===== config.mk =====
export PLATFORM = sky130hd
export DESIGN_NAME = cget_ram
export DESIGN_NICKNAME = d
export VERILOG_FILES = /design/src/rtl/cget_ram.sv
export SDC_FILE = /design/constraint.sdc
export NUM_CORES = 1
export LEC_CHECK = 0
export BUFFER_PORTS_ARGS = -buffer_cell sky130_fd_sc_hd__buf_2
export CAP_MARGIN = 25
export CORE_UTILIZATION = 39
export CTS_BUF_LIST = sky130_fd_sc_hd__clkbuf_16
export CTS_CLUSTER_DIAMETER = 40
export DETAILED_ROUTE_END_ITERATION = 10
export GPL_TIMING_DRIVEN = 0
export PLACE_DENSITY = 0.59
export SYNTH_ARGS = -nofsm -noshare
export SYNTH_HDL_FRONTEND = slang
export SYNTH_SLANG_ARGS = --single-unit

===== constraint.sdc =====
create_clock -name clk -period 2.5 [get_ports clk]
set_input_delay 0.5 -clock clk [delete_from_list [all_inputs] [get_ports clk]]
set_output_delay 0.5 -clock clk [all_outputs]
set_load 0.03 [all_outputs]

===== src/rtl/cget_ram.sv =====
// Generic simple dual-port RAM: one write port, one read port, registered read.
// No dependencies.
`timescale 1ns / 1ps

module cget_ram #(
  parameter int WIDTH = 8,
  parameter int DEPTH = 64
) (
  input  logic                     clk,
  input  logic                     we,
  input  logic [$clog2(DEPTH)-1:0] waddr,
  input  logic [WIDTH-1:0]         wdata,
  input  logic [$clog2(DEPTH)-1:0] raddr,
  output logic [WIDTH-1:0]         rdata
);

  logic [WIDTH-1:0] mem [DEPTH];
  logic [WIDTH-1:0] rdata_r;

  always_ff @(posedge clk) begin
    if (we) begin
      mem[waddr] <= wdata;
    end
    rdata_r <= mem[raddr];
  end

  assign rdata = rdata_r;

endmodule


# [Word-level counts from Yosys, hierarchy flattened]
# Memory sizes are Yosys's and may differ from the RTL's. A register that Yosys moved wholly into a read port is not among the register bits.
# Cells that the tools add are included.
# W data, S select, Z words.
[totals] regBits=0 latch_bits=0 ramBits=512 mem_bits_ro=0 input_bits=22 output_inout_bits=8 word_cells=3 mem_count=1
[memory_table] memory="mem" depth=64 width=8 rd=1 rd_clocked_by_memory_dff=1 write_ports=1 line="17" text="logic [WIDTH-1:0] mem [DEPTH];"
[classes] n_addsub=0 multipliers=0 div_mod_pow=0 magnitude_cmp=0 n_eq_ne=0 shift=0 n_mux=2 bitwise=0 n_reduce_logical=0
[op_table] op="$mux W1" count=2

# [Depth between registers and ports, before layout]
# Gate-level depths: netlist (run 1).
[depth] ltp_word=2 mapped_depth=9 ltp_nobuf=5

# [Least setup slack after synthesis (run 1)]
# OpenSTA, ideal clock, no wires.
[synth_path] path_kind="input-to-reg" startpoint="input port raddr[1]" endpoint="register rdata_r[3] (netlist: rdata[3]) (read register of mem)" setup_time_ps=128 arrival_time_ps=2040 required_time_ps=2372 slack_ps=332 stages=7 n_path_buf=3 path_cell_list="buf_4 > buf_2 > buf_2 > mux4_2 > mux4_2 > o21ai_1 > o41ai_1"
[synth_lines] item="start, declared" line="13" text="input logic [$clog2(DEPTH)-1:0] raddr,"
[synth_lines] item="end, declared" line="18" text="logic [WIDTH-1:0] rdata_r;"

==> impl_metrics.json, run 1 <==
{
  "syn_area_um2": 20200,
  "num-fill-cells": 4209,
  "die-area_um2": 52600,
  "wl_um": 48400,
  "rsz0062_at_grt": "false",
  "grt_pass1_wl_um": 69800,
  "place_area_um2": 21300,
  "core_region_area_um2": 50600,
  "start_util_pct": 39.9,
  "yosys_register_bits": 520,
  "hold_slack_ns": 0.296,
  "synth-simple-area-share_pct": 3.39,
  "switchingPower_uw": 4120,
  "ys_warn_count": 0,
  "relSlewSlack_pct": 34.6,
  "synth_top_family_by_area": "multiplexers",
  "path_class": "primary input to flop",
  "via_count": 9789,
  "yosysMostFrequentCell": "edfxtp_1",
  "fin_worst_skew_ns": 0.0194,
  "fin_nets": 1052,
  "async_reset_ff_share_pct": 0,
  "synth_commonest_cells": "512 x edfxtp_1, 126 x mux4_2, 83 x nor2_1, 23 x mux2i_1, 19 x nand2_1",
  "synth_cell_types": 40,
  "syn_inst": 940,
  "p_leak_uw": 0.00723,
  "clk_latency_ns": 0.61,
  "cts_buffer_depth": 3,
  "synth_enable_flop_cells": 512,
  "cp.arrival_ns": 2.88,
  "maxCapViolCount": 0,
  "swShare_pct": 21.9,
  "power.density_nw_per_um2": 812,
  "cts_tree": "done",
  "hold_path.class": "primary input to flop",
  "p_clk_share_pct": 43.1,
  "grt_pass1_vias": 9814,
  "antenna_found_initial": 4,
  "cts_sinks": 520,
  "die_w_um": 229,
  "fin_crit_sh_pct": 96.8,
  "pwr-share-comb_pct": 5.4,
  "max_clock_freq_ghz": 0.413,
  "multi_input_area_um2": 4330,
  "yosys.area.top_type": "edfxtp_1",
  "clkSlewWorstSetupHoldPaths_ns": 0.06,
  "period_minus_slack_ns": 2.42,
  "cts_root_buffer": "clkbuf_16",
  "viasPerCell": 5.61,
  "synth_compound_area_share_pct": 2.07,
  "cts_buffers": 59,
  "crit_required_ns": 2.96,
  "worst_pin_slew_ns": 0.978,
  "drt-wirelength-per-cell_um": 27.8,
  "gr-usage-all-layers_pct": 18.7,
  "p_int_uw": 14700,
  "yosysSeqAreaShare_pct": 77.0,
  "synth_xor_area_share_pct": 0,
  "h-tree-depth": 2,
  "fin_area_um2": 23100,
  "run_status": "completed",
  "cp-start-kind": "primary input",
  "synth_fp_nets": 962,
  "fin_util_pct": 45.7,
  "die_y_um": 229,
  "endpoint_kind": "flop",
  "synth_top_cell_area_share_pct": 76.2,
  "grt_overflow": 0,
  "seqCellArea_um2": 15500,
  "finalMaxSlewViolations": 0,
  "synth_mux_area_share_pct": 15.9,
  "synth_fa_ha_area_share_pct": 0,
  "setup_violations": 0,
  "hpwl_um": 32200,
  "grt_start_max_net_pins": 65,
  "synth_area_leaders": "edfxtp_1 76%, mux4_2 14%, nor2_1 1.5%, mux2i_1 1.1%, dfxtp_1 0.79%",
  "io_pins": 30,
  "p_seq_share_pct": 51.5,
  "area_delta_synth_final_pct": 14.7,
  "synthFlopType": "edfxtp_1",
  "crit_fanout": 10,
  "avgSynthCellArea_um2": 21.5,
  "io_buffers": 21,
  "drc": 0,
  "row_count": 82,
  "drive_gt1_share_pct": 27.1,
  "final-hold-violation-count": 0,
  "ant_nets": 0,
  "place_congestion": 0.943,
  "postCtsSetupBuffers": 0,
  "first_iter_violations": 1214,
  "first_pass_iters": 5,
  "ir_drop_v": 0.000472
}
[area by class of cell]
type,count,area share [%]
sequential,520,67.1
multi-input combinational,369,18.7
clock buffer,61,6.60
tap,672,3.63
buffer,49,1.35
clock inverter,41,1.32
timing repair buffer,31,1.24
antenna,1,0.0108
[stage by stage]
stage | TNS, ns | total power (µW) | std cells | setup slack [ns]
2_1_floorplan | 0 | 10400 | 940 | 0.332
3_3_place_gp | -44.87 | 10800 | 1633 | -0.904
3_5_place_dp | -65.83 | 10900 | 1641 | -0.892
4_1_cts | 0 | 18900 | 1742 | 0.0542
5_1_grt | 0 | 19300 | 1743 | 0.0163
6_report | 0 | 18800 | 1744 | 0.0806
[power groups by stage]
stage / Sequential (µW) / Combinational (µW) / Clock, µW
after CTS: 9670 / 1020 / 8220
after floorplan: 9880 / 514 / 0
after detailed placement: 9850 / 1020 / 0
final: 9660 / 1020 / 8100
after global placement: 9850 / 980 / 0
after global routing: 9670 / 1070 / 8530
[repair_timing]
item                                    in CTS  in global routing
hold buffers                                 0                  0
gates resized for setup                      5                  3
endpoints found under the setup margin       5                  4
[layer usage]
| metal | track usage, % | vias to the layer above | wire, µm |
|---|---|---|---|
| met3 | 3.39 | 84 | 3280 |
| met1 | 26.4 | 5229 | 20700 |
| li1 | - | 4122 | - |
| met5 | 0 | - | 28 |
| met4 | 6.75 | 4 | 1480 |
| met2 | 29.2 | 350 | 22900 |
[state kept, by name (all words and copies together) (netlist names)]
signal	cells
rdata	8
mem	512
[worst max-delay path: stages]
cell	delay, ns
buf_4	0.18
buf_4	0.33
buf_4	0.31
buf_2	0.39
mux4_2	0.38
mux2i_1	0.27
a21oi_1	0.11
o21ai_1	0.19
o41ai_1	0.20
[final timing paths]
kind,startpoint,to,slack [ns],cells past startpoint
worst max register to register,mem[21][6],rdata[6],0.27,5
worst min register to register,mem[23][2],rdata[2],1.00,4
worst min-delay path,wdata[6],mem[2][6],0.30,1
worst max-delay path,raddr[1],rdata[5],0.08,9
[cells by family (layout without fill, tap and decap cells)]
group / after synthesis / in the layout
flops: 520 / 520
mux: 162 / 162
simple gates: 153 / 153
compound gates: 54 / 54
buf+inv: 51 / 182
other cells: 0 / 1
[cells in the final DEF, fill, tap and decap left out, types with 9 or more instances in the layout]
cell       count
edfxtp_1     512
buf_12         9
mux4_2       126
nand2_1       19
buf_2         31
clkbuf_16     61
clkinv_1       9
mux2_2        13
clkbuf_1      16
mux2i_1       23
buf_4         16
nand3_1       12
nor2_1        83
nor2b_1       14
Power figures use the tool's default switching activity.
==> inputs of run 2 (changes only) <==
CELL_PAD_IN_SITES_DETAIL_PLACEMENT = 1   (was unset)
CELL_PAD_IN_SITES_GLOBAL_PLACEMENT = 1   (was unset)
PLACE_DENSITY = 0.64   (was 0.59)
==> run 2 against run 1 <==
Net effect: sequential power about the same; die area is the same; cell area grew 1.5%; count of clock-buffer cells in the layout grew 10; clock skew shrank 0.0029 ns; critical endpoint is now rdata[7]; largest cell class unchanged.
==> impl_metrics.json, run 2 (synthesis gave the netlist of run 1 again) <==
{
  "final-hold-violation-count": 0,
  "cts_buffers": 66,
  "drt-wirelength-per-cell_um": 29.9,
  "clkSlewWorstSetupHoldPaths_ns": 0.06,
  "largest_reg_flops": 512,
  "endpoint_kind": "flop",
  "grt_overflow": 0,
  "row_count": 82,
  "area_delta_synth_final_pct": 16.5,
  "hold_path.class": "primary input to flop",
  "cts_buffer_depth": 3,
  "diodes": 0,
  "power.density_nw_per_um2": 851,
  "setup_violations": 0,
  "first_pass_iters": 5,
  "grt_pass1_vias": 10300,
  "fin_crit_sh_pct": 98.4,
  "largest-register": "mem",
  "io_pins": 30,
  "crit_end": "rdata[7]",
  "h-tree-depth": 3,
  "path_class": "primary input to flop",
  "gr-usage-all-layers_pct": 20.4,
  "hold_slack_ns": 0.301,
  "cts_root_buffer": "clkbuf_16",
  "r2r_start": "mem[2][5]",
  "crit_fanout": 10,
  "p_leak_uw": 0.00741,
  "ir_drop_v": 0.000418,
  "via_count": 9952,
  "rr_endpoint": "rdata[5]",
  "fin_worst_skew_ns": 0.0165,
  "grt_start_max_net_pins": 65,
  "final_common_cell": "edfxtp_1",
  "place_congestion": 0.912,
  "rsz0062_at_grt": "false",
  "postCtsSetupBuffers": 0,
  "tns_ns": 0,
  "die-area_um2": 52600,
  "core_region_area_um2": 50600,
  "first_iter_violations": 1028,
  "drc": 0,
  "grt_pass1_wl_um": 75300,
  "hpwl_um": 34100,
  "viasPerCell": 5.66,
  "worstSetupStartpoint": "raddr[1]",
  "drive_gt1_share_pct": 28.8,
  "die_y_um": 229,
  "die_w_um": 229,
  "worst_pin_slew_ns": 1.07,
  "period_minus_slack_ns": 2.46,
  "relSlewSlack_pct": 28.6,
  "ant_nets": 0,
  "start_util_pct": 39.9,
  "cts_sinks": 520,
  "fin_nets": 1060,
  "cp-start-kind": "primary input",
  "wl_um": 52500,
  "worstRegToRegCells": 4,
  "cp.arrival_ns": 2.88,
  "antenna_found_initial": 2,
  "r2r_slack_ns": 0.26,
  "cts_tree": "done",
  "run_status": "completed",
  "maxCapViolCount": 0,
  "final_cell_mix": "512 x edfxtp_1, 126 x mux4_2, 83 x nor2_1",
  "max_clock_freq_ghz": 0.407,
  "clk_latency_ns": 0.59,
  "crit_required_ns": 2.92,
  "finalMaxSlewViolations": 0,
  "io_buffers": 21,
  "hold_buffers": 0,
  "hold_depth": 1
}
[run 2: timing repair]
| item | CTS | global route |
|---|---|---|
| gates cloned | 0 | 0 |
| setup endpoints to repair | 6 | 7 |
| pin swaps | 0 | 0 |
| gates resized for setup | 9 | 10 |
[run 2: cell type report]
type	count	area (µm²)
Sequential cell	520	15500
Buffer	50	328
Timing Repair Buffer	31	288
Fill cell	4601	27100
Multi-Input combinational cell	369	4340
Tap cell	672	841
Clock inverter	46	383
Clock buffer	71	1780
[run 2: metrics by stage]
step	utilization (%)	std cells	setup slack [ns]	instance area [µm²]	power, µW
6_report	46.4	1759	0.0409	23500	20000
4_1_cts	46.4	1758	0.0278	23500	20100
3_3_place_gp	41.7	1633	-1.01	21100	10800
3_5_place_dp	42.0	1641	-1.04	21300	10900
2_1_floorplan	-	940	0.332	20200	10400
5_1_grt	46.4	1759	0.00204	23500	20500
[run 2: critical path, stage by stage]
cell,delay [ns]
buf_4,0.20
buf_4,0.36
buf_2,0.37
mux4_2,0.39
mux4_2,0.52
o21ai_0,0.34
nand2_1,0.18
[run 2: layer usage]
metal | track usage (%) | part of all wire (%) | vias up
met5 | 0 | 0.040 | -
met4 | 7.50 | 2.7 | 4
met3 | 3.44 | 5.8 | 77
met2 | 32.0 | 47 | 322
met1 | 28.8 | 44 | 5406
li1 | - | - | 4143
[run 2: worst min path at each step]
stage                  start         end  slack (ns)
global route        wdata[7]  mem[32][7]        0.31
floorplan           wdata[0]   mem[0][0]        0.60
detailed placement  wdata[3]  mem[51][3]        0.91
finish              wdata[7]  mem[55][7]        0.30
CTS                 wdata[3]  mem[55][3]        0.29
global placement    rdata[3]    rdata[3]        0.94
[run 2: power breakdown]
part	internal, µW	leakage (µW)	switching [µW]
registers	9650	0.00467	17.0
clock network	5590	0.00109	3670
logic	371	0.00165	684
total	15600	0.00741	4370
==> inputs of run 3 (changes only) <==
PLACE_DENSITY = 0.7   (was 0.64)
==> run 3 against run 2 <==
Net effect: via count about the same; combinational power barely moved; first-iteration DRC count increased by 9.0%; largest cell class unchanged; largest power group unchanged.
==> impl_metrics.json, run 3 (synthesis gave the netlist of run 1 again) <==
{
  "run_status": "completed",
  "grt_pass1_wl_um": 74400,
  "endpoint_kind": "flop",
  "grt_start_max_net_pins": 65,
  "final_cell_mix": "512 x edfxtp_1, 126 x mux4_2, 83 x nor2_1",
  "cts_sinks": 520,
  "finalMaxSlewViolations": 0,
  "crit_top_cell": "buf_2",
  "maxCapViolCount": 0,
  "layout_setup_ws_ns": 0.0614,
  "num-fill-cells": 4583,
  "start_util_pct": 39.9,
  "grt_overflow": 0,
  "die_w_um": 229,
  "drc": 0,
  "io_pins": 30,
  "grt_pass1_vias": 10300,
  "dp_slack_ns": -0.912,
  "hold_slack_ns": 0.313,
  "cts_tree": "done",
  "fin_crit_sh_pct": 97.5,
  "via_count": 9953,
  "first_pass_iters": 5,
  "drt-wirelength-per-cell_um": 29.3,
  "relSlewSlack_pct": 31.4,
  "viasPerCell": 5.68,
  "hold_path_end": "mem[39][7]",
  "p_leak_uw": 0.00732,
  "seqCellArea_um2": 15500,
  "rsz0062_at_grt": "false",
  "tns_ns": 0,
  "cts_buffer_depth": 3,
  "die-area_um2": 52600,
  "drive_gt1_share_pct": 27.9,
  "cp.arrival_ns": 2.87,
  "crit_fanout": 10,
  "area_delta_synth_final_pct": 15.7,
  "fin_nets": 1053,
  "largest_reg_flops": 512,
  "cts_root_buffer": "clkbuf_16",
  "cts_buffers": 59,
  "ir_drop_v": 0.000510,
  "hold_path.class": "primary input to flop",
  "r2r_start": "mem[28][6]",
  "wl_um": 51300,
  "final_common_cell": "edfxtp_1",
  "setup_violations": 0,
  "first_iter_violations": 1121,
  "clk_latency_ns": 0.60,
  "crit_family": "buffers and inverters",
  "worst_pin_slew_ns": 1.03,
  "io_buffers": 21,
  "fin_worst_skew_ns": 0.0182,
  "worstRegToRegCells": 5,
  "hold_buffers": 0,
  "diodes": 0,
  "power.density_nw_per_um2": 834,
  "r2r_slack_ns": 0.33,
  "worst_path_max_delay_cell": "buf_2",
  "largest-register": "mem",
  "antenna_found_initial": 2,
  "hold_depth": 1,
  "hpwl_um": 33500,
  "period_minus_slack_ns": 2.44,
  "gr-usage-all-layers_pct": 20.0,
  "fin_util_pct": 46.1,
  "cp-start-kind": "primary input",
  "max_clock_freq_ghz": 0.410,
  "crit_required_ns": 2.93,
  "rr_endpoint": "rdata[6]",
  "die_y_um": 229,
  "path_cells": "buf_2 > buf_4 > clkbuf_2 > buf_2 > o221ai_1 > o21a_1 > o41ai_1",
  "place_congestion": 0.880,
  "path_class": "primary input to flop",
  "path_buf_inv": 4,
  "ant_nets": 0,
  "final-hold-violation-count": 0,
  "core_region_area_um2": 50600,
  "multi_input_area_um2": 4340,
  "row_count": 82,
  "h-tree-depth": 2,
  "min-delay-start": "wdata[7]",
  "cpPeakStageDelay_ns": 0.55,
  "clkSlewWorstSetupHoldPaths_ns": 0.06
}
## run 3: cell count changes in the layout (fill, tap and decap cells not counted), moves of 3 or more
cell / before / now
bufinv_16: 4 / 8
clkbuf_16: 71 / 61
clkinv_1: 3 / 6
clkinv_2: 9 / 12
clkinv_4: 7 / 0
inv_6: 8 / 3
inv_8: 0 / 3
## run 3: how the worst max path moves through the flow
stage	startpoint	endpoint	slack, ns	depth (start not counted)
2_1_floorplan	raddr[1]	rdata[3]	0.33	7
3_3_place_gp	raddr[2]	rdata[5]	-0.89	7
3_5_place_dp	raddr[2]	rdata[3]	-0.91	7
4_1_cts	raddr[2]	rdata[1]	0.01	8
5_1_grt	raddr[1]	rdata[6]	0.02	8
6_report	raddr[2]	rdata[5]	0.06	7
## run 3: cell type report
| class | instances | share of cell area [%] |
|---|---|---|
| Multi-Input combinational cell | 369 | 18.6 |
| Timing Repair Buffer | 31 | 1.23 |
| Clock buffer | 61 | 6.54 |
| Clock inverter | 48 | 2.00 |
| Buffer | 50 | 1.41 |
| Tap cell | 672 | 3.60 |
| Sequential cell | 520 | 66.6 |
## run 3: layer usage
layer / track usage [%] / routed length [µm] / vias up
met1: 27.4 / 21400 / 5306
met3: 3.71 / 3520 / 91
met2: 32.1 / 24800 / 424
met5: 0 / 23 / -
met4: 6.75 / 1600 / 4
li1: - / - / 4128
## run 3: what timing repair did
item,4_1_cts,5_1_grt
gates resized for setup,6,4
endpoints found under the setup margin,5,7
cloned,0,0
setup buffers,0,0
## run 3: through the flow
stage	area, µm²	power [µW]	cells
floorplan	20200	10400	940
global placement	21100	10800	1633
finish	23300	19400	1751
CTS	23300	19500	1750
detailed placement	21200	10900	1641
global route	23300	19900	1751
## run 3: power by group
group,internal (µW),leakage (µW),switching [µW]
Sequential,9650,0.00467,17.3
Clock,5260,0.00101,3470
Combinational,372,0.00164,674
